### src/sv/voxel_palette_packer_core_defines.svh
// ----------------------------------------------------------------------------
// Voxel palette packer assertion macros
// Shared concurrent assertion forms for the packer modules.
// ----------------------------------------------------------------------------
`ifndef VOXEL_PALETTE_PACKER_CORE_DEFINES_SVH
`define VOXEL_PALETTE_PACKER_CORE_DEFINES_SVH

// Property that must hold at every edge outside reset.
`define VPP_ASSERT_NOW(label, clk, rst, prop, msg) \
  label: assert property (@(posedge clk) disable iff (rst) (prop)) else $error(msg);

// Consequent that must hold in the cycle after the antecedent.
`define VPP_ASSERT_NEXT(label, clk, rst, ante, cons, msg) \
  label: assert property (@(posedge clk) disable iff (rst) (ante) |=> (cons)) else $error(msg);

// Consequent that must hold in the same cycle as the antecedent.
`define VPP_ASSERT_SAME(label, clk, rst, ante, cons, msg) \
  label: assert property (@(posedge clk) disable iff (rst) (ante) |-> (cons)) else $error(msg);

`endif

### src/sv/vpp_pkg.sv
// ----------------------------------------------------------------------------
// Voxel palette packer package
// Beat types, result codes, chain control and controller states.
// ----------------------------------------------------------------------------
package vpp_pkg;

  localparam int VOXEL_W   = 64;
  localparam int INDEX_W   = 6;
  localparam int OUTCOME_W = 2;
  localparam int TOTAL_W   = 7;
  localparam int LIMIT_W   = 7;

  localparam logic [LIMIT_W-1:0] LIMIT_RESET = 7'd64;

  typedef enum logic [OUTCOME_W-1:0] {
    OUTCOME_MATCH  = 2'd0,
    OUTCOME_APPEND = 2'd1,
    OUTCOME_FAIL   = 2'd2
  } vpp_outcome_t;

  typedef enum logic [1:0] {
    ST_IDLE,
    ST_WALK,
    ST_DONE
  } vpp_state_t;

  typedef struct packed {
    logic [VOXEL_W-1:0] voxel_value;
    logic               chunk_last;
  } vpp_in_t;

  typedef struct packed {
    logic [INDEX_W-1:0] palette_index;
    vpp_outcome_t       outcome;
    logic [TOTAL_W-1:0] entry_total;
    logic               result_last;
  } vpp_out_t;

  typedef struct packed {
    logic append;
    logic kill;
  } vpp_chain_ctl_t;

endpackage

### src/sv/vpp_cell.sv
// ----------------------------------------------------------------------------
// Voxel palette packer cell
// Holds one palette entry and one stage of the walking token.
// ----------------------------------------------------------------------------
module vpp_cell #(
  parameter int VOXEL_BITS = 64
) (
  input  logic                    clk,
  input  logic                    rst,
  input  vpp_pkg::vpp_chain_ctl_t ctl,
  input  logic [VOXEL_BITS-1:0]   value,
  input  logic                    active_in,
  output logic                    active,
  output logic                    match
);

  logic [VOXEL_BITS-1:0] entry;

  always_ff @(posedge clk) begin
    if (rst) begin
      active <= 1'b0;
    end else if (ctl.kill) begin
      active <= 1'b0;
    end else begin
      active <= active_in;
    end
  end

  always_ff @(posedge clk) begin
    if (active && ctl.append) begin
      entry <= value;
    end
  end

  assign match = active && (entry == value);

endmodule

### config.mk
export PLATFORM = sky130hd
export DESIGN_NAME = vpp_cell
export DESIGN_NICKNAME = d
export VERILOG_FILES = /design/src/sv/voxel_palette_packer_core_defines.svh /design/src/sv/vpp_pkg.sv /design/src/sv/vpp_cell.sv
export SDC_FILE = /design/constraint.sdc
export NUM_CORES = 1
export LEC_CHECK = 0
export BUFFER_PORTS_ARGS = -buffer_cell sky130_fd_sc_hd__buf_2
export CAP_MARGIN = 20
export CORE_UTILIZATION = 58
export CTS_BUF_LIST = sky130_fd_sc_hd__clkbuf_8
export DETAILED_ROUTE_END_ITERATION = 16
export PLACE_DENSITY_LB_ADDON = 0.25
export SLEW_MARGIN = 20
export SYNTH_ARGS = -nofsm -noshare
export SYNTH_HDL_FRONTEND = slang
export SYNTH_SLANG_ARGS = --single-unit
### constraint.sdc
create_clock -name clk -period 6.9 [get_ports clk]
set_input_delay 1.035 -clock clk [delete_from_list [all_inputs] [get_ports clk]]
set_output_delay 1.035 -clock clk [all_outputs]
set_load 0.02 [all_outputs]
-- Word level (Yosys, flattened, before mapping)
Cells that the tools add are included.
- register bits after elaboration: 65
- output and inout port bits: 2
- equal/unequal tests: 1
- reduce and logical (&&, ||, !) cells: 3
- operators with widths (cell ; count):
    $eq 64x64->1 ; 1
    $logic_and 1x1->1 ; 2
    $reduce_or 2->1 ; 1

-- Longest topological paths before layout
Gate-level depths: netlist of the first run.
- depth in word-level cells: 2
- gate-level depth with buffers: 5
- gate-level depth less buffers: 5

-- Worst setup path after synthesis of the first run
No wires, ideal clock.
- path kind: input to output
- start: in value[56]
- end: out match
- arrival time: 2.199 ns
- data required time: 5.865 ns
- slack: 3.666 ns
- cell stages on the path: 5
- path buffers: 0
- cell sequence: xnor2_1 > o221ai_1 > nor4_1 > nand4_1 > nor4_2
- word-level cells in the longest chain between the ends: 2
- ends and longest elaborated chain (what ; line ; source):
    start, declared ; vpp_cell.sv:11 ; input logic [VOXEL_BITS-1:0] value,
    $eq 64x64->1 ; vpp_cell.sv:35 ; assign match = active && (entry == value);
    $logic_and 1x1->1 ; vpp_cell.sv:35 ;
    end, declared ; vpp_cell.sv:14 ; output logic match
Every way passes these cells.

-- Final worst setup path of the first run
Ends and elaborated chain as after synthesis.

==> impl_results.md, run 1 <==
- Status: finished, final reports clean
- CTS Hold Bufs: 0
- Largest cells by area after synthesis: edfxtp_1 (71%), xnor2_1 (10%), xor2_1 (5.9%)
- Vias in the first global route: 1690
- Adder-Cell Fraction of Synth Area: 0%
- Post-synth EDFFs: 64
- Synth cell count leaders: edfxtp_1 (64), xnor2_1 (32), xor2_1 (18), inv_1 (14), nand4_1 (10)
- Max Cap Viol: 0
- Postcts setup bufs: 0
- Top_reg_cell synth: edfxtp_1
- Largest family of logic cells by synthesized area: XOR/XNOR gates
- Post-synth top area share: 71.4%
- Hold crit path type: in -> reg
- Setup Viol. Count Final: 0
- GRT Total Usage: 19.9%
- IO Port Bufs: 70
- Core area: 4410 µm²
- Antenna Violating Nets Remaining: 0
- Die area: 4920 µm²
- Final Util: 74.6%
- Slew @ Worst Pin: 0.797 ns
- DP Cell Count: 289
- Worst setup EP type: output port
- Number of antenna diodes: 0
- Root Driver: clkbuf_8
- Vias per inst: 5.25
- Hold Violations, Final: 0
- CP Max Fanout: 2
- Unrepaired setup endpoints after global routing: no
- Count leader, synth: edfxtp_1
- Syn_nets: 235
- Sequential-to-total area share from yosys stat: 72.2%
- First-pass GRT wire length: 7290 µm
- Leak pwr: 0.00123 µW
- Ratio of cells with drive above 1 in the final layout: 33.7%
- Skew final: 0.00500 ns
- Worst EP arrival: 2.49 ns
- Skew-Pair Late Insertion Delay: 0.32 ns
- Fin crit period: 3.52 ns
- Multiplexer share of the synthesized area: 0%
- Via count: 1596
- Distinct cell type count after synthesis: 19
- H-tree levels: 3
- Nets: 317
- Fillers: 286
- Rows: 24
- Clock Pin Slew Worst Setup and Hold Paths: 0.06 ns
- CTS Sinks: 65
- Syn_area_per_cell: 16.2 µm²
- Pwr dens: 240 nW/µm²
- Pin count of the biggest net entering global routing: 65
- Synth warnings: 0
- Peak VDD IR: 0.175 mV
- Area leader, netlist: edfxtp_1
- TritonCTS clock tree: built
- Max transition margin: 46.9%
- CTS resizes: 0
- Post-route setup TNS: 0 ns
- Synthesized area: 2690 µm²
- DIE WIDTH: 70.1 µm
- Xor/xnor share of the synthesized area: 16.3%
- Simple-Gate Fraction of Synth Area: 5.30%
- Gpl congestion: 0.713
- DP HPWL: 3300 µm
- Fin cells: 304
- Final slew viol count: 0
- Grt ovf: 0
- Initial Util: 61.0%
- Critical Setup Path Class: in -> out
- Synthesis-stage register bit count: 65
- I/O pins: 71
- CP startpoint kind: input port
- Die Span Y: 70.1 µm
- Syn Inst Count: 166
- Compound-Gate Fraction of Synth Area: 4.32%
- DR pass1 iterations: 4
- Initial antenna violation count: 0
- TritonCTS buffer count: 9
- Bufs on Longest Clock Path: 2
- DRC errors left: 0
- Layout Area Growth over Synthesis: 22.4%
- Routed WL: 4430 µm
- WP data required: 5.86 ns
- Synth async-reset ratio: 0%
- Iter 0 DRT Violations: 122
- Fmax: 284 MHz
- Routed WL per cell: 14.6 µm
- Crit share post-route: 51.1%
==> area by class of cell <==
type / count / area [µm²] / share of cell area (%)
Sequential cell: 65 / 1940 / 59.0
Multi-Input combinational cell: 87 / 698 / 21.2
Timing Repair Buffer: 71 / 358 / 10.9
Tap cell: 52 / 65.1 / 1.98
Clock buffer: 9 / 124 / 3.76
Inverter: 14 / 52.6 / 1.60
Clock inverter: 6 / 53.8 / 1.63
==> logic make-up (layout without fill, tap and decap cells) <==
| family | after synthesis | in the layout |
|---|---|---|
| buffers and inverters | 14 | 100 |
| flip-flops | 65 | 65 |
| AO/OA/AOI/OAI | 15 | 15 |
| AND/OR/NAND/NOR | 22 | 22 |
| XOR/XNOR | 50 | 50 |
==> state kept, by name (all words and copies together), names as in the netlist <==
signal  count
entry      64
active      1
==> cell usage in the layout (no fill, tap or decap), types with 2 or more instances in the layout <==
cell,instances
edfxtp_1,64
a221oi_1,4
buf_2,70
o22ai_1,4
o2bb2ai_1,2
clkbuf_8,9
inv_1,17
xor2_1,18
xnor2_1,32
nor4_1,7
nand4_1,10
a22o_1,2
==> worst paths after layout <==
kind | cells after the start | end | startpoint | slack, ns
worst min register to register | 2 | entry[13]$_DFFE_PP_ | active$_SDFF_PP0_ | 1.06
worst max register to register | 2 | entry[10]$_DFFE_PP_ | active$_SDFF_PP0_ | 5.41
worst max-delay path | 7 | match | value[56] | 3.38
worst min-delay path | 2 | active$_SDFF_PP0_ | rst | 0.86
==> power breakdown <==
| group | internal, µW | total, µW | leakage (µW) | switching (µW) |
|---|---|---|---|---|
| logic | 29.0 | 56.1 | 0.000543 | 27.1 |
| clock network | 160 | 287 | 0.0000989 | 127 |
| registers | 442 | 445 | 0.000590 | 2.91 |
==> per-stage QoR <==
step | setup slack, ns | hold WS, ns | total power, µW | instance area, µm²
after detailed placement | 3.41 | 1.09 | 510 | 3120
after CTS | 3.41 | 0.846 | 797 | 3290
after global routing | 3.31 | 0.860 | 819 | 3290
final | 3.38 | 0.862 | 789 | 3290
after floorplan | 3.67 | 1.11 | 478 | 2690
after global placement | 3.51 | 1.09 | 508 | 3120
==> per-layer routing <==
metal / GRT usage, % / vias to the layer above / part of all wire [%]
li1: - / 789 / -
met1: 25.3 / 745 / 44
met2: 29.8 / 53 / 48
met3: 5.77 / 9 / 5.8
met4: 13.6 / 0 / 2.1
met5: 0 / - / 0
==> critical path, stage by stage <==
cell and delay [ns]:
buf_2 0.11, xnor2_1 0.21, o221ai_1 0.17, nor4_1 0.37
nand4_1 0.15, nor4_2 0.26, buf_2 0.20
(Power assumes the default switching activity.)
==> inputs of run 2 (changes only) <==
--- a/config.mk
+++ b/config.mk
@@ -5,9 +5,10 @@
 export SDC_FILE = /design/constraint.sdc
 export NUM_CORES = 1
 export LEC_CHECK = 0
+export ABC_AREA = 1
 export BUFFER_PORTS_ARGS = -buffer_cell sky130_fd_sc_hd__buf_2
 export CAP_MARGIN = 20
-export CORE_UTILIZATION = 58
+export CORE_UTILIZATION = 56
 export CTS_BUF_LIST = sky130_fd_sc_hd__clkbuf_8
 export DETAILED_ROUTE_END_ITERATION = 16
 export PLACE_DENSITY_LB_ADDON = 0.25
==> constraint.sdc (replaced) <==
create_clock -name clk -period 3.7 [get_ports clk]
set_input_delay 0.555 -clock clk [delete_from_list [all_inputs] [get_ports clk]]
set_output_delay 0.555 -clock clk [all_outputs]
set_load 0.02 [all_outputs]
==> run 2 against run 1 <==
Clock power increased by 69%. Worst setup slack got worse by 1.9 ns. Cell area increased by 11%. Clock skew about the same. Global-route usage increased by 0.23 points. First-iteration DRC count decreased by 25%. Critical endpoint unchanged.
==> impl_results.md, run 2 <==
- Status: finished, final reports clean
- Vias in the first global route: 1927
- Peak VDD IR: 0.278 mV
- CP startpoint kind: flip-flop
- Met3 usage: 5.42%
- Post-synth top area share: 62.9%
- Clock Pin Slew Worst Setup and Hold Paths: 0.07 ns
- Largest reg by FF count: entry
- Final slew viol count: 0
- DIE WIDTH: 75.9 µm
- WP data required: 3.14 ns
- Most frequent cells in the layout: nand2_1 (102), inv_1 (70), buf_2 (70)
- Die Span Y: 75.9 µm
- Distinct cell type count after synthesis: 16
- Root Driver: clkbuf_8
- CTS Sinks: 65
- Routed WL: 5340 µm
- Antenna Violating Nets Remaining: 0
- Sequential-to-total area share from yosys stat: 63.6%
- Setup Viol. Count Final: 0
- Syn_area_per_cell: 9.64 µm²
- Pin count of the biggest net entering global routing: 41
- Initial antenna violation count: 0
- TritonCTS clock tree: built
- Worst EP arrival: 1.69 ns
- Via count: 2155
- TritonCTS buffer count: 9
- Synthesis-stage register bit count: 65
- Post-route cell area: 3650 µm²
- Number of antenna diodes: 0
- IO Port Bufs: 70
- Post-synth EDFFs: 64
- Pwr dens: 393 nW/µm²
- Reg2reg setup slack: 1.95 ns
- Largest cells by area after synthesis: edfxtp_1 (63%), nand2_1 (13%), inv_1 (8.5%)
- DRC errors left: 0
- Synth cell count leaders: nand2_1 (102), inv_1 (69), edfxtp_1 (64), nor2_1 (28), xnor2_1 (18)
- GR peak layer: met2
- Crit share post-route: 60.6%
- Layout Area Growth over Synthesis: 19.6%
- Syn Inst Count: 317
- GRT Total Usage: 20.2%
- CP Max Fanout: 2
- Ratio of cells with drive above 1 in the final layout: 22.3%
- Vias per inst: 4.55
- Skew final: 0.00535 ns
- Nets: 468
- Fmax: 446 MHz
- Count leader, synth: nand2_1
- Worst setup EP type: output port
- Die area: 5760 µm²
- I/O pins: 71
- Area leader, netlist: edfxtp_1
- Grt ovf: 0
- Syn_nets: 386
- Bufs on Longest Clock Path: 2
- First-pass GRT wire length: 8150 µm
- Postcts setup bufs: 0
- Skew-Pair Late Insertion Delay: 0.33 ns
- Gpl congestion: 0.726
- Reg2reg path depth: 3
- Grt met2 use: 33.1%
- Hold crit path type: in -> reg
- Max reg flops: 64
- Fillers: 408
- Most common cell after layout, fill and taps aside: nand2_1
- Core area: 5170 µm²
- Initial Util: 59.1%
- Synthesized area: 3060 µm²
- Leak pwr: 0.00172 µW
- Synth async-reset ratio: 0%
- Critical Setup Path Class: reg -> out
- CTS Hold Bufs: 0
- Max transition margin: 66.2%
- Max Cap Viol: 0
- Largest regs: entry (64), active (1)
- Top_reg_cell synth: edfxtp_1
- Fin crit period: 2.24 ns
- Post-placement cell area: 3500 µm²
- DP HPWL: 4010 µm
- Synth warnings: 0
- CTS resizes: 0
- DR pass1 iterations: 4
- Iter 0 DRT Violations: 91
- Rows: 26
- Slew @ Worst Pin: 0.507 ns
- Hold path depth: 2
- Met1 GRT Util: 24.5%
- H-tree levels: 3
- Post-route setup TNS: 0 ns
- Hold Violations, Final: 0
- Routed WL per cell: 11.3 µm
- Unrepaired setup endpoints after global routing: no
-- run 2: stage by stage --
stage               power, µW  setup WS [ns]  hold WS [ns]  instances  util [%]
global placement          960           1.46         0.715        458      67.7
floorplan                 904           1.42         0.630        317         -
finish                   1440           1.46         0.380        474      70.7
CTS                      1440           1.39         0.369        474      70.7
global route             1490           1.31         0.386        474      70.7
detailed placement        966           1.45         0.722        458      67.7
-- run 2: final cells by class --
type	count	area (µm²)	area share (%)
flip-flops and latches	65	1940	53.1
well taps	70	87.6	2.40
multi-input cells	179	840	23.0
inverters	73	274	7.50
clock buffers	9	124	3.39
clock inverters	7	30.0	0.822
repair buffers	71	358	9.79
-- run 2: final timing paths --
check / startpoint / to
max: entry[18]$_DFFE_PP_ / match
min: rst / active$_SDFF_PP0_
max reg2reg: active$_SDFF_PP0_ / entry[62]$_DFFE_PP_
min reg2reg: active$_SDFF_PP0_ / entry[11]$_DFFE_PP_
-- run 2: report_power, final --
| part | leakage (µW) | switching [µW] | internal [µW] |
|---|---|---|---|
| registers | 0.000590 | 5.37 | 825 |
| clock network | 0.0000902 | 256 | 230 |
| logic | 0.00104 | 63.7 | 55.7 |
| total | 0.00172 | 325 | 1110 |
-- run 2: kinds of logic after synthesis --
kind of cell    count (synthesis)  synth area share, %
flops                          65                 63.6
xor+xnor                       24                 6.88
compound gates                 15                 2.70
buf+inv                        73                 8.97
simple gates                  140                 17.9
-- run 2: critical path, stage by stage (launching register included) --
cell and delay (ns):
edfxtp_1 0.38, nand2_1 0.08, o21ai_1 0.07, inv_2 0.05, nand2_1 0.06, nor2_1 0.14
nand2_1 0.06, nor2_1 0.12, nand3_1 0.13, nor2_2 0.09, buf_2 0.17
-- run 2: per-layer routing --
layer	vias to the layer above	share of wire (%)
met5	-	0
met4	0	2.0
met3	11	4.6
met2	53	46
met1	942	47
li1	1149	-
