File: src/sv/voxel_palette_packer_core_defines.svh
// ----------------------------------------------------------------------------
// Voxel palette packer assertion macros
// Shared concurrent assertion forms for the packer modules.
// ----------------------------------------------------------------------------
`ifndef VOXEL_PALETTE_PACKER_CORE_DEFINES_SVH
`define VOXEL_PALETTE_PACKER_CORE_DEFINES_SVH

// Property that must hold at every edge outside reset.
`define VPP_ASSERT_NOW(label, clk, rst, prop, msg) \
  label: assert property (@(posedge clk) disable iff (rst) (prop)) else $error(msg);

// Consequent that must hold in the cycle after the antecedent.
`define VPP_ASSERT_NEXT(label, clk, rst, ante, cons, msg) \
  label: assert property (@(posedge clk) disable iff (rst) (ante) |=> (cons)) else $error(msg);

// Consequent that must hold in the same cycle as the antecedent.
`define VPP_ASSERT_SAME(label, clk, rst, ante, cons, msg) \
  label: assert property (@(posedge clk) disable iff (rst) (ante) |-> (cons)) else $error(msg);

`endif

File: src/sv/vpp_pkg.sv
// ----------------------------------------------------------------------------
// Voxel palette packer package
// Beat types, result codes, chain control and controller states.
// ----------------------------------------------------------------------------
package vpp_pkg;

  localparam int VOXEL_W   = 64;
  localparam int INDEX_W   = 6;
  localparam int OUTCOME_W = 2;
  localparam int TOTAL_W   = 7;
  localparam int LIMIT_W   = 7;

  localparam logic [LIMIT_W-1:0] LIMIT_RESET = 7'd64;

  typedef enum logic [OUTCOME_W-1:0] {
    OUTCOME_MATCH  = 2'd0,
    OUTCOME_APPEND = 2'd1,
    OUTCOME_FAIL   = 2'd2
  } vpp_outcome_t;

  typedef enum logic [1:0] {
    ST_IDLE,
    ST_WALK,
    ST_DONE
  } vpp_state_t;

  typedef struct packed {
    logic [VOXEL_W-1:0] voxel_value;
    logic               chunk_last;
  } vpp_in_t;

  typedef struct packed {
    logic [INDEX_W-1:0] palette_index;
    vpp_outcome_t       outcome;
    logic [TOTAL_W-1:0] entry_total;
    logic               result_last;
  } vpp_out_t;

  typedef struct packed {
    logic append;
    logic kill;
  } vpp_chain_ctl_t;

endpackage

File: src/sv/vpp_ctrl.sv
// ----------------------------------------------------------------------------
// Voxel palette packer controller
// Handshakes, palette count, failure flag, token walk and result register.
// ----------------------------------------------------------------------------
`include "voxel_palette_packer_core_defines.svh"

module vpp_ctrl #(
  parameter int PALETTE_DEPTH = 64,
  parameter int VOXEL_BITS    = 64
) (
  input  logic                                clk,
  input  logic                                rst,
  input  logic                                cfg_wr_en,
  input  logic [vpp_pkg::LIMIT_W-1:0]         cfg_wr_data,
  input  logic                                voxel_valid,
  output logic                                voxel_ready,
  input  vpp_pkg::vpp_in_t                    voxel,
  output logic                                result_valid,
  input  logic                                result_ready,
  output vpp_pkg::vpp_out_t                   result,
  input  logic [PALETTE_DEPTH-1:0]            match,
  output logic                                start,
  output vpp_pkg::vpp_chain_ctl_t             ctl,
  output logic [VOXEL_BITS-1:0]               value
);

  localparam int CNT_W = $clog2(PALETTE_DEPTH + 1);
  localparam int CMP_W = (CNT_W > vpp_pkg::LIMIT_W) ? CNT_W : vpp_pkg::LIMIT_W;
  localparam int IXW_W = (CNT_W > vpp_pkg::INDEX_W) ? CNT_W : vpp_pkg::INDEX_W;
  localparam int TOT_W = (CNT_W > vpp_pkg::TOTAL_W) ? CNT_W : vpp_pkg::TOTAL_W;

  vpp_pkg::vpp_state_t          state, state_next;
  logic [CNT_W-1:0]             pos, pos_next;
  logic [CNT_W-1:0]             count, count_next;
  logic                         chunk_failed, chunk_failed_next;
  logic [vpp_pkg::LIMIT_W-1:0]  limit;
  logic                         last;
  vpp_pkg::vpp_out_t            res, res_next;
  logic                         result_valid_next;

  logic             accept;
  logic             at_end;
  logic             hit;
  logic             room;
  logic             decide;
  logic             fail_new;
  logic [CNT_W-1:0] count_base;
  logic [IXW_W-1:0] pos_wide;
  logic [TOT_W-1:0] total_wide;
  logic             out_free;

  assign accept   = voxel_valid && voxel_ready;
  assign at_end   = (pos == count);
  assign hit      = (|match) && !at_end;
  assign room     = (count < CNT_W'(PALETTE_DEPTH)) && (CMP_W'(count) < CMP_W'(limit));
  assign decide   = (state == vpp_pkg::ST_WALK) && (chunk_failed || hit || at_end);
  assign fail_new = !chunk_failed && !hit && at_end && !room;
  assign out_free = !result_valid || result_ready;

  always_comb begin
    state_next = state;
    unique case (state)
      vpp_pkg::ST_IDLE: begin
        if (accept) begin
          state_next = vpp_pkg::ST_WALK;
        end
      end
      vpp_pkg::ST_WALK: begin
        if (decide) begin
          state_next = vpp_pkg::ST_DONE;
        end
      end
      vpp_pkg::ST_DONE: begin
        if (out_free) begin
          state_next = vpp_pkg::ST_IDLE;
        end
      end
      default: state_next = vpp_pkg::ST_IDLE;
    endcase
  end

  always_comb begin
    voxel_ready = 1'b0;
    start       = 1'b0;
    ctl.append  = 1'b0;
    ctl.kill    = 1'b0;
    unique case (state)
      vpp_pkg::ST_IDLE: begin
        voxel_ready = 1'b1;
        start       = voxel_valid && !chunk_failed;
      end
      vpp_pkg::ST_WALK: begin
        ctl.kill   = decide;
        ctl.append = !chunk_failed && !hit && at_end && room;
      end
      vpp_pkg::ST_DONE: begin
      end
      default: begin
      end
    endcase
  end

  always_comb begin
    pos_next          = pos;
    count_next        = count;
    chunk_failed_next = chunk_failed;
    res_next          = res;
    count_base        = ctl.append ? (count + CNT_W'(1)) : count;
    pos_wide          = IXW_W'(pos);
    total_wide        = TOT_W'(count_base);
    result_valid_next = result_valid && !result_ready;
    if (accept) begin
      pos_next = '0;
    end else if ((state == vpp_pkg::ST_WALK) && !decide) begin
      pos_next = pos + CNT_W'(1);
    end
    if (decide) begin
      res_next.result_last = last;
      res_next.entry_total = total_wide[vpp_pkg::TOTAL_W-1:0];
      if (chunk_failed || fail_new) begin
        res_next.outcome       = vpp_pkg::OUTCOME_FAIL;
        res_next.palette_index = '0;
      end else begin
        res_next.outcome       = hit ? vpp_pkg::OUTCOME_MATCH : vpp_pkg::OUTCOME_APPEND;
        res_next.palette_index = pos_wide[vpp_pkg::INDEX_W-1:0];
      end
      if (last) begin
        count_next        = '0;
        chunk_failed_next = 1'b0;
      end else begin
        count_next        = count_base;
        chunk_failed_next = chunk_failed || fail_new;
      end
    end
    if ((state == vpp_pkg::ST_DONE) && out_free) begin
      result_valid_next = 1'b1;
    end
  end

  always_ff @(posedge clk) begin
    if (rst) begin
      state        <= vpp_pkg::ST_IDLE;
      pos          <= '0;
      count        <= '0;
      chunk_failed <= 1'b0;
      limit        <= vpp_pkg::LIMIT_RESET;
      result_valid <= 1'b0;
    end else begin
      state        <= state_next;
      pos          <= pos_next;
      count        <= count_next;
      chunk_failed <= chunk_failed_next;
      result_valid <= result_valid_next;
      if (cfg_wr_en) begin
        limit <= cfg_wr_data;
      end
    end
  end

  always_ff @(posedge clk) begin
    if (accept) begin
      value <= voxel.voxel_value[VOXEL_BITS-1:0];
      last  <= voxel.chunk_last;
    end
    res <= res_next;
    if ((state == vpp_pkg::ST_DONE) && out_free) begin
      result <= res;
    end
  end

  `VPP_ASSERT_SAME(a_match_single, clk, rst, !at_end, $onehot0(match), "more than one cell matched")
  `VPP_ASSERT_NOW(a_count_bound, clk, rst, count <= CNT_W'(PALETTE_DEPTH), "palette count above depth")
  `VPP_ASSERT_SAME(a_append_slot, clk, rst, ctl.append, !chunk_failed && at_end && room, "append outside free slot")
  `VPP_ASSERT_NEXT(a_failed_skips, clk, rst, (state == vpp_pkg::ST_WALK) && chunk_failed, state == vpp_pkg::ST_DONE, "failed chunk walked the chain")
  `VPP_ASSERT_NEXT(a_accept_walks, clk, rst, accept, (state == vpp_pkg::ST_WALK) && (pos == '0), "beat taken without starting a walk")

endmodule

File: config.mk
export PLATFORM = sky130hd
export DESIGN_NAME = vpp_ctrl
export DESIGN_NICKNAME = d
export VERILOG_FILES = /design/src/sv/vpp_pkg.sv /design/src/sv/vpp_ctrl.sv
export VERILOG_INCLUDE_DIRS = /design/src /design/src/sv
export SDC_FILE = /design/constraint.sdc
export NUM_CORES = 1
export LEC_CHECK = 0
export BUFFER_PORTS_ARGS = -buffer_cell sky130_fd_sc_hd__buf_2
export CAP_MARGIN = 40
export CORE_ASPECT_RATIO = 0.7
export CORE_MARGIN = 2
export CORE_UTILIZATION = 46
export DETAILED_ROUTE_END_ITERATION = 7
export GPL_ROUTABILITY_DRIVEN = 1
export GPL_TIMING_DRIVEN = 0
export PLACE_DENSITY_LB_ADDON = 0.12
export SYNTH_ARGS = -nofsm -noshare
export SYNTH_HDL_FRONTEND = slang
export SYNTH_SLANG_ARGS = --single-unit
File: constraint.sdc
create_clock -name clk -period 3.1 [get_ports clk]
set_clock_uncertainty 0.05 [all_clocks]
set_input_delay 0.155 -clock clk [delete_from_list [all_inputs] [get_ports clk]]
set_output_delay 0.155 -clock clk [all_outputs]
set_load 0.01 [all_outputs]
# Word level (Yosys, flattened, before mapping)
# Cells that the tools add are included.
dict set report op_classes {
  n_addsub 2
  magnitude_cmp 2
  n_eq_ne 6
  n_mux 12
  n_reduce_logical 27
}
# cell count
set ops {}
lappend ops {{64-bit OR reduction} 1}
lappend ops {{7-bit by 1-bit adder with 7-bit output (second input constant)} 2}
lappend ops {{7-bit 2-to-1 mux} 2}
lappend ops {{1-bit logical AND} 12}
lappend ops {{2-bit 2-to-1 mux} 4}
lappend ops {{7-bit == test} 1}
lappend ops {{1-bit zero test} 7}
lappend ops {{7-bit < comparator} 1}
lappend ops {{7-bit < comparator (second input constant)} 1}
lappend ops {{2-bit inequality test (second input constant)} 3}
lappend ops {{2-bit case mux with 3 select lines} 1}
lappend ops {{1-bit 2-to-1 mux} 5}
lappend ops {{1-bit logical OR} 4}
lappend ops {{3-bit AND reduction} 1}
lappend ops {{2-bit by 1-bit == test with 1-bit output (second input constant)} 1}
lappend ops {{2-bit == test (second input constant)} 1}
lappend ops {{2-bit zero test} 1}
lappend ops {{2-bit OR reduction} 1}
dict set report word_totals {
  register_bits 122
  out_inout_bits 85
  wordCells 65
}

# Longest topological paths before layout
# Gate-level depths: netlist of the first run.
dict set report logic_depth {
  ltp_word 10
  ltp_mapped 9
  depth_no_buf 8
}

# Worst setup path after synthesis of the first run
# No wires, ideal clock.
dict set report synth_timing {
  path_type {register to register}
  from {register state[1]}
  to {register last, enable pin}
  arrival_ps 1949
  slack_ps 682
  path_stages_with_launch 4
  n_path_buf 0
  synth_period_minus_slack_ps 2418
  cell_sequence {dfxtp_1 -> nor2_1 -> nand2_1 -> inv_1}
}
dict set report synth_between {
  elab_chain_len 3
}
# item line
set synth_rtl {}
lappend synth_rtl {{from (decl)} vpp_ctrl.sv:32} ;# vpp_pkg::vpp_state_t state, state_next;
lappend synth_rtl {{from (signal assigned)} vpp_ctrl.sv:142} ;# state <= vpp_pkg::ST_IDLE;
lappend synth_rtl {{from (signal assigned)} vpp_ctrl.sv:149} ;# state <= state_next;
lappend synth_rtl {{2-bit zero test} vpp_ctrl.sv:87} ;# unique case (state)
lappend synth_rtl {{1-bit 2-to-1 mux} vpp_ctrl.sv:87}
lappend synth_rtl {{via voxel_ready} vpp_ctrl.sv:16} ;# output logic voxel_ready,
lappend synth_rtl {{1-bit logical AND} vpp_ctrl.sv:52} ;# assign accept = voxel_valid && voxel_ready;
lappend synth_rtl {{via accept} vpp_ctrl.sv:41} ;# logic accept;
lappend synth_rtl {{to (signal assigned)} vpp_ctrl.sv:163} ;# last <= voxel.chunk_last;
lappend synth_rtl {{to (decl)} vpp_ctrl.sv:37} ;# logic last;
# The timed path passes the listed nets, and every way through them passes these cells.
# A chain may end at the register's enable or synchronous reset.

==> summary.txt, run 1 <==
Place
  – DP HPWL: 7.76 mm
  – Number of port buffers: 223
  – RD Place Congestion: 0.884
  – Placed insts: 661
  – Pre-CTS setup slack: 0.315 ns

Clock tree
  – H-Tree Level Count: 4
  – CTS Sinks: 122
  – Clk buf depth: 2
  – Clock latency on the worst-skew pair: 0.40 ns
  – Post-CTS Setup Repair Bufs: 0
  – CTS tree: built
  – Worst-path clk slew: 0.06 ns
  – Inserted Clock Buffers: 17
  – Root Buffer: clkbuf_16

Layout
  – Final nets: 773
  – Area added between synthesis and finish: 56.3%
  – Non-Filler Instances: 765
  – Fill cells: 626
  – Layout cells sized above 1: 0.432
  – Util after Layout: 0.746
  – # diodes: 0

Floorplan
  – Initial Util: 0.477
  – IO Count: 226
  – Core Region: 9800 µm²
  – Die area: 11000 µm²
  – DIE WIDTH: 125 µm
  – Die Ht: 88.4 µm
  – Rows: 30

Power
  – Leakage: 3.12 nW
  – PwrDens: 568 nW/µm²
  – Power Total: 4.15 mW
  – Peak supply drop: 0.000539 V

Job
  – Max Cap Viol: 0

STA
  – Final WS setup: 0.259 ns
  – Final Cycle Share: 0.917
  – Relative slew slack: 0.562
  – Final Setup Violations: 0
  – Final Hold Vio Count: 0
  – Fmax: 352 MHz
  – Unrepaired setup endpoints after global routing: false
  – Final count of pins violating max slew: 0
  – Final Critical Period: 2.84 ns
  – Fin Setup TNS: 0 ns
  – Worst-margin pin slew: 0.658 ns

Synthesis
  – Synth Area in Compound Gates: 0.0621
  – Syn_nets: 456
  – Share of flip-flops with an asynchronous set or reset: 0
  – Synth Cell Area: 4680 µm²
  – Adder-cell share of the synthesized area: 0.0214
  – Most common flop cell mapped by yosys: edfxtp_1
  – Simple-Gate Fraction of Synth Area: 0.122
  – Gate Count Post-Synth: 307
  – Cell taking the most area after synthesis: edfxtp_1
  – Flops & latches, synth: 122
  – Seq/Total Area, Yosys: 0.730
  – Synth unique cells: 51
  – Yosys Warn Count: 0
  – Synth top area share: 0.623
  – Commonest cells in the netlist: edfxtp_1 (97), dfxtp_1 (25), nor2_1 (18), inv_1 (16), nand2_1 (14)
  – Dominant cells by area after synthesis: edfxtp_1 (62%), dfxtp_1 (11%), ha_1 (2.1%)
  – Syn Area/Cell: 15.2 µm²
  – Most common cell in the netlist: edfxtp_1
  – Mux share of post-synthesis cell area: 0.0171
  – Number of synthesized flops with an enable pin: 97
  – Post-Synth XOR/XNOR Area: 0.0262
  – Main combinational cell family by area after synthesis: simple AND/OR/NAND/NOR gates

Critical path
  – Max FO, Critical Path: 10
  – Cell family with most CP delay: compound AO/OA/AOI/OAI gates
  – CP Data Arrival Time: 2.64 ns
  – CP Buf/Inv Count: 2
  – Kind of start point of the critical path: register
  – Crit-path cells: xor2_1 > nor4_2 > a2111oi_4 > a21oi_2 > buf_4 > buf_2
  – Max stage delay on crit path: 0.57 ns
  – CP Class: register to output port
  – Crit end category: output port
  – Critical Path Slowest Stage Cell: a21oi_2
  – Worst EP required: 2.89 ns

GRT
  – First-pass GRT wire length: 17.7 mm
  – Initial antenna violation count: 0
  – GR Overflow Total: 0
  – Vias in the first global route: 3623
  – Largest net degree at the start of global routing: 45
  – GRT Total Usage: 0.210

Drt
  – Routed via count: 3692
  – Antenna viol nets, final: 0
  – Drt first pass iters: 4
  – Routed vias/inst: 4.83
  – Iter 0 DRT Violations: 263
  – DRC: 0
  – Wirelength per Cell: 15.1 µm
  – Post-Route WL: 11.6 mm

Run status
  – Outcome: finished clean

Worst hold path
  – Worst hold path type: primary input to register
per-stage QoR:
step	hold WS (ns)	instance area, µm²
3_5_place_dp	0.283	6000
3_3_place_gp	0.281	5950
2_1_floorplan	0.204	4680
5_1_grt	0.0833	7310
6_report	0.0492	7310
4_1_cts	0.0452	7300
path summary, 6_finish.rpt:
kind	from	end	slack (ns)	cells past startpoint
hold / removal	result_ready	result_valid	0.05	3
hold reg to reg	res[5]	result[5]	0.37	0
setup / recovery	pos[3]	ctl[0]	0.26	6
setup reg to reg	count[4]	count[6]	0.32	8
kinds of logic after synthesis:
kind of cell | Yosys count
flops | 122
compound gates | 39
fa+ha+maj | 8
simple gates | 93
buf+inv | 23
xor+xnor | 14
mux | 8
cell usage in the layout, fill, tap and decap left out, types with 3 or more instances in the layout:
master and n:
mux2i_1 8, a21oi_1 11, xor2_1 9, ha_1 8, o32ai_1 3, clkinv_2 3
dfxtp_1 25, nand3_1 8, clkinv_4 3, nand4_1 6, clkbuf_1 4, nor2_1 18
inv_6 3, xnor2_1 5, nand2_1 14, dlygate4sd3_1 72, nor4_1 12, edfxtp_1 97
o21ai_0 5, and2_1 6, nor4_2 4, buf_2 224, clkbuf_16 17, nand2b_1 3
nor3_1 4, inv_1 15, or3_1 3
layout make-up:
type                            instances  area [µm²]  share of cell area
Buffer                                  7        38.8             0.00531
Clock buffer                           18         429              0.0587
Clock inverter                         14         146              0.0200
Inverter                               16        60.1             0.00822
Multi-Input combinational cell        162        1170               0.161
Sequential cell                       122        3410               0.467
Tap cell                              128         160              0.0219
Timing Repair Buffer                  298        1890               0.258
power by group:
part / internal [mW] / switching [mW] / total [mW]
clock network: 1.19 / 0.717 / 1.90
registers: 1.85 / 0.0228 / 1.88
logic: 0.193 / 0.177 / 0.370
worst register-to-register path, stage by stage (launching register included):
cell,delay (ns)
dfxtp_1,0.49
ha_1,0.28
and3_1,0.16
clkbuf_1,0.15
a221o_1,0.41
a311oi_1,0.36
nand3_1,0.19
o41ai_2,0.43
and3_1,0.21
registers in the layout (all words and copies together), names as in the netlist:
name and cells:
value 64, res 16, result 16, count 7, limit 7, pos 7, state 2, chunk_failed 1
last 1, result_valid 1
layer usage:
| layer | GRT usage | share of wire | vias to the layer above |
|---|---|---|---|
| met3 | 0.0635 | 0.062 | 16 |
| li1 | - | - | 1807 |
| met2 | 0.342 | 0.48 | 147 |
| met4 | 0.0848 | 0.018 | 0 |
| met5 | 0 | 0 | - |
| met1 | 0.270 | 0.44 | 1722 |
timing repair:
item,CTS,global route
resized for setup,0,1
endpoints found under the setup margin,0,2
hold endpoints to repair,72,0
hold buffers,72,0
(Power assumes the default switching activity.)
==> inputs of run 2 (changes only) <==
--- a/config.mk
+++ b/config.mk
@@ -10,7 +10,7 @@
 export CAP_MARGIN = 40
 export CORE_ASPECT_RATIO = 0.7
 export CORE_MARGIN = 2
-export CORE_UTILIZATION = 46
+export CORE_UTILIZATION = 32
 export DETAILED_ROUTE_END_ITERATION = 7
 export GPL_ROUTABILITY_DRIVEN = 1
 export GPL_TIMING_DRIVEN = 0
==> run 2 against run 1 <==
Register-to-register slack got worse by 0.06 ns. Die area rose by 42%. Sequential cell count did not move. Final area rose by 0.79%. Global-route usage fell by 4.7 points. Cell count rose by 8.0%. First-iteration DRC count rose by 1.1%. Via count rose by 0.81%. Count of clock-buffer cells in the layout fell by 1. Largest cell class unchanged.
==> summary.txt, run 2 (synthesis gave the netlist of run 1 again) <==
STA
  – Final Cycle Share: 0.916
  – Final WS setup: 0.259 ns
  – Fin Setup TNS: 0 ns
  – Hold_ws: 0.0418 ns
  – Final Setup Violations: 0
  – Unrepaired setup endpoints after global routing: false
  – Relative slew slack: 0.477
  – Final Critical Period: 2.84 ns
  – Worst-margin pin slew: 0.783 ns
  – Final count of pins violating max slew: 0
  – Fmax: 352 MHz
  – Final Hold Vio Count: 0

Clock tree
  – Root Buffer: clkbuf_16
  – Worst-path clk slew: 0.06 ns
  – Clk buf depth: 2
  – CTS tree: built
  – CTS Sinks: 122
  – Clock latency on the worst-skew pair: 0.40 ns
  – Inserted Clock Buffers: 17
  – H-Tree Level Count: 4

Critical path
  – Crit-path cells: ha_1 > and3_1 > clkbuf_1 > a221o_1 > a311oi_1 > nand3_1 > o41ai_2 > and3_1
  – Crit end category: register
  – CP Buf/Inv Count: 1
  – Max stage delay on crit path: 0.49 ns
  – Kind of start point of the critical path: register
  – CP Class: register to register
  – Max FO, Critical Path: 6
  – R2R Setup Slk: 0.26 ns
  – Critical Path Slowest Stage Cell: dfxtp_1
  – Cell mode on critical path: and3_1
  – CP Data Arrival Time: 3.13 ns
  – Cell family with most CP delay: compound AO/OA/AOI/OAI gates
  – Worst EP required: 3.39 ns

Drt
  – Iter 0 DRT Violations: 266
  – Met2 wire length: 5.80 mm
  – Routed via count: 3722
  – Met3 wire len: 962 µm
  – Post-Route WL: 12.3 mm
  – Routed vias/inst: 4.51
  – DRC: 0
  – Wirelength per Cell: 14.9 µm
  – Post-Route M1 WL: 5.40 mm
  – DR top layer: met4
  – Antenna viol nets, final: 0
  – Drt first pass iters: 4

GRT
  – First-pass GRT wire length: 19.7 mm
  – GR Overflow Total: 0
  – Initial antenna violation count: 0
  – GRT Total Usage: 0.164
  – Largest net degree at the start of global routing: 36
  – Vias in the first global route: 3800

Floorplan
  – Rows: 36
  – Core Region: 14100 µm²
  – DIE WIDTH: 148 µm
  – IO Count: 226
  – Die area: 15600 µm²
  – Initial Util: 0.332
  – Die Ht: 105 µm

Power
  – Combinational share of power: 0.092
  – Switching share of power: 0.227
  – PwrDens: 553 nW/µm²
  – Peak supply drop: 0.000398 V
  – Power Total: 4.07 mW
  – Clock Power Share: 0.447
  – Int Power: 3.15 mW
  – Leakage: 3.11 nW
  – Reg power frac: 0.460
  – NetSw: 0.925 mW

Place
  – Number of port buffers: 223
  – Placed insts: 723
  – RD Place Congestion: 0.853
  – Placed inst area: 6080 µm²
  – DP HPWL: 8.77 mm
  – Pre-CTS setup slack: 0.192 ns

Layout
  – Commonest non-fill, non-tap cell in the layout: buf_2
  – Area added between synthesis and finish: 57.5%
  – Largest registers: value x64, res x16, result x16
  – Fill cells: 1237
  – Largest reg by FF count: value
  – Final nets: 773
  – Most frequent cells in the layout: buf_2 (224), edfxtp_1 (97), dlygate4sd3_1 (72)
  – Layout cells sized above 1: 0.431
  – # diodes: 0
  – Util after Layout: 0.522
  – Max reg flops: 64
  – Non-Filler Instances: 826
  – Final Cell Area: 7370 µm²

Worst hold path
  – Worst hold path type: primary input to register

Job
  – Max Cap Viol: 0

Run status
  – Outcome: finished clean
run 2: power groups by stage:
stage,Clock [mW],Sequential [mW],Combinational (mW)
6_report,1.82,1.88,0.376
5_1_grt,1.94,1.88,0.412
3_5_place_dp,0,1.91,0.305
2_1_floorplan,0,1.94,0.0858
3_3_place_gp,0,1.91,0.290
4_1_cts,1.86,1.88,0.378
run 2: worst paths after layout:
check,end,cells after the start,from
setup / recovery,count[6],8,count[4]
setup reg to reg,count[6],8,count[4]
hold reg to reg,result[13],0,res[13]
hold / removal,result_valid,3,result_ready
run 2: worst min-delay path, stage by stage:
cell	delay (ns)
buf_2	0.07
nand2b_1	0.13
a21oi_1	0.07
run 2: layout make-up:
class | count | area, µm² | share of cell area
buffer | 7 | 38.8 | 0.00527
tap | 190 | 238 | 0.0323
inverter | 16 | 60.1 | 0.00815
timing repair buffer | 298 | 1890 | 0.256
sequential | 122 | 3410 | 0.463
multi-input combinational | 162 | 1180 | 0.160
clock inverter | 14 | 123 | 0.0166
clock buffer | 17 | 425 | 0.0578
run 2: metal layers:
layer,vias to the layer above,GRT usage
met2,140,0.255
li1,1816,-
met4,0,0.0592
met1,1756,0.225
met5,-,0
met3,10,0.0358
run 2: timing repair:
action / in CTS / in global routing
setup endpoints to repair: 0 / 3
endpoints found under the hold margin: 72 / 0
gates resized for setup: 0 / 2
hold buffers: 72 / 0
setup buffers: 0 / 0
==> inputs of run 3 (changes only) <==
--- a/config.mk
+++ b/config.mk
@@ -14,7 +14,7 @@
 export DETAILED_ROUTE_END_ITERATION = 7
 export GPL_ROUTABILITY_DRIVEN = 1
 export GPL_TIMING_DRIVEN = 0
-export PLACE_DENSITY_LB_ADDON = 0.12
+export PLACE_DENSITY_LB_ADDON = 0.15
 export SYNTH_ARGS = -nofsm -noshare
 export SYNTH_HDL_FRONTEND = slang
 export SYNTH_SLANG_ARGS = --single-unit
==> run 3 against run 2 <==
Global-route usage about the same. Setup slack improved by 0.0081 ns. Final area increased by 0.14%. Die area unchanged. Routed wire length increased by 1.5%. Sequential cell count unchanged. Non-clock buffer count unchanged. Critical path type is now register to output port. Critical endpoint is now ctl[0]. Largest cell class unchanged.
==> summary.txt, run 3 (synthesis gave the netlist of run 1 again) <==
Drt
  – Iter 0 DRT Violations: 181
  – Met2 wire length: 5.76 mm
  – Wirelength per Cell: 15.2 µm
  – Post-Route M1 WL: 5.77 mm
  – Antenna viol nets, final: 0
  – Drt first pass iters: 4
  – Routed via count: 3701
  – Routed vias/inst: 4.49
  – Met3 wire len: 735 µm
  – DRC: 0
  – DR top layer: met4
  – Post-Route WL: 12.5 mm

Place
  – Number of port buffers: 223
  – Placed inst area: 6080 µm²
  – DP HPWL: 8.86 mm
  – Pre-CTS setup slack: 0.220 ns
  – RD Place Congestion: 0.883

STA
  – Final Setup Violations: 0
  – Fmax: 353 MHz
  – Fin Setup TNS: 0 ns
  – Relative slew slack: 0.552
  – Final WS setup: 0.268 ns
  – Final Hold Vio Count: 0
  – Final Cycle Share: 0.914
  – Worst-margin pin slew: 0.670 ns
  – Final count of pins violating max slew: 0
  – Unrepaired setup endpoints after global routing: false
  – Final Critical Period: 2.83 ns

GRT
  – GRT Total Usage: 0.164
  – GR Overflow Total: 0
  – Vias in the first global route: 3826
  – First-pass GRT wire length: 19.6 mm
  – Initial antenna violation count: 0
  – Largest net degree at the start of global routing: 39

Critical path
  – Max FO, Critical Path: 13
  – CP Buf/Inv Count: 2
  – Cell family with most CP delay: compound AO/OA/AOI/OAI gates
  – Crit-path cells: xor2_1 > nor4_2 > a2111oi_4 > a21oi_4 > buf_4 > buf_2
  – Worst EP required: 2.89 ns
  – Crit end category: output port
  – CP Data Arrival Time: 2.63 ns
  – CP Class: register to output port
  – Kind of start point of the critical path: register
  – Critical Path Slowest Stage Cell: nor4_2
  – Max stage delay on crit path: 0.59 ns

Floorplan
  – IO Count: 226
  – Initial Util: 0.332
  – Die Ht: 105 µm
  – Core Region: 14100 µm²
  – Rows: 36
  – DIE WIDTH: 148 µm
  – Die area: 15600 µm²

Layout
  – Area added between synthesis and finish: 57.7%
  – Final nets: 773
  – Util after Layout: 0.523
  – # diodes: 0
  – Max reg flops: 64
  – Final Cell Area: 7380 µm²
  – Most frequent cells in the layout: buf_2 (224), edfxtp_1 (97), dlygate4sd3_1 (72)
  – Layout cells sized above 1: 0.430
  – Largest reg by FF count: value
  – Commonest non-fill, non-tap cell in the layout: buf_2
  – Largest registers: value x64, res x16, result x16
  – Fill cells: 1234

Power
  – Peak supply drop: 0.000382 V
  – PwrDens: 558 nW/µm²
  – Leakage: 3.11 nW

Clock tree
  – CTS Sinks: 122
  – Post-CTS Setup Repair Bufs: 0
  – H-Tree Level Count: 4
  – CTS tree: built
  – Inserted Clock Buffers: 17
  – Clk buf depth: 2
  – Worst-path clk slew: 0.05 ns
  – Root Buffer: clkbuf_16
  – Clock latency on the worst-skew pair: 0.40 ns

Worst hold path
  – Worst hold path type: primary input to register

Job
  – Max Cap Viol: 0

Run status
  – Outcome: finished clean
==> run 3: worst paths after layout <==
| path | start | end | slack, ns | cells after the start |
|---|---|---|---|---|
| setup / recovery | count[3] | ctl[0] | 0.27 | 6 |
| hold / removal | result_ready | result_valid | 0.02 | 3 |
| setup reg to reg | count[4] | count[4] | 0.28 | 8 |
| hold reg to reg | res[4] | result[4] | 0.37 | 0 |
==> run 3: final cells by class <==
cell class | count | area [µm²] | area share
flip-flops and latches | 122 | 3410 | 0.463
plain buffers | 7 | 38.8 | 0.00526
inverters | 16 | 60.1 | 0.00814
well taps | 190 | 238 | 0.0322
repair buffers | 298 | 1890 | 0.256
clock inverters | 12 | 129 | 0.0175
multi-input cells | 162 | 1180 | 0.160
clock buffers | 18 | 429 | 0.0582
==> run 3: per-layer routing <==
| layer | GRT usage | vias to the layer above |
|---|---|---|
| met3 | 0.0406 | 17 |
| li1 | - | 1808 |
| met1 | 0.219 | 1729 |
| met2 | 0.249 | 147 |
| met4 | 0.0776 | 0 |
| met5 | 0 | - |
==> run 3: stage by stage <==
stage	instances	hold slack, ns	power [mW]
final	825	0.0230	4.11
after global routing	825	0.0661	4.27
after CTS	825	0.0131	4.16
after detailed placement	723	0.283	2.21
after global placement	720	0.282	2.20
after floorplan	307	0.204	2.03
==> run 3: worst reg2reg max path: cells and delay by family, from the launching register on <==
kind                     cells  cell delay, ns
AO/OA/AOI/OAI                3            1.06
AND/OR/NAND/NOR              2            0.51
flip-flops                   1            0.48
adder cells (fa/ha/maj)      1            0.28
XOR/XNOR                     1            0.17
buffers and inverters        1            0.16
==> run 3: what timing repair did <==
item / 4_1_cts / 5_1_grt
hold endpoints to repair: 72 / 0
endpoints found under the setup margin: 0 / 4
resized for setup: 0 / 2
hold buffers: 72 / 0
==> run 3: report_power, final <==
part / total, mW / leakage (nW) / internal (mW) / switching [mW]
Combinational: 0.377 / 1.71 / 0.194 / 0.183
Sequential: 1.88 / 1.13 / 1.85 / 0.0211
Clock: 1.86 / 0.269 / 1.17 / 0.690
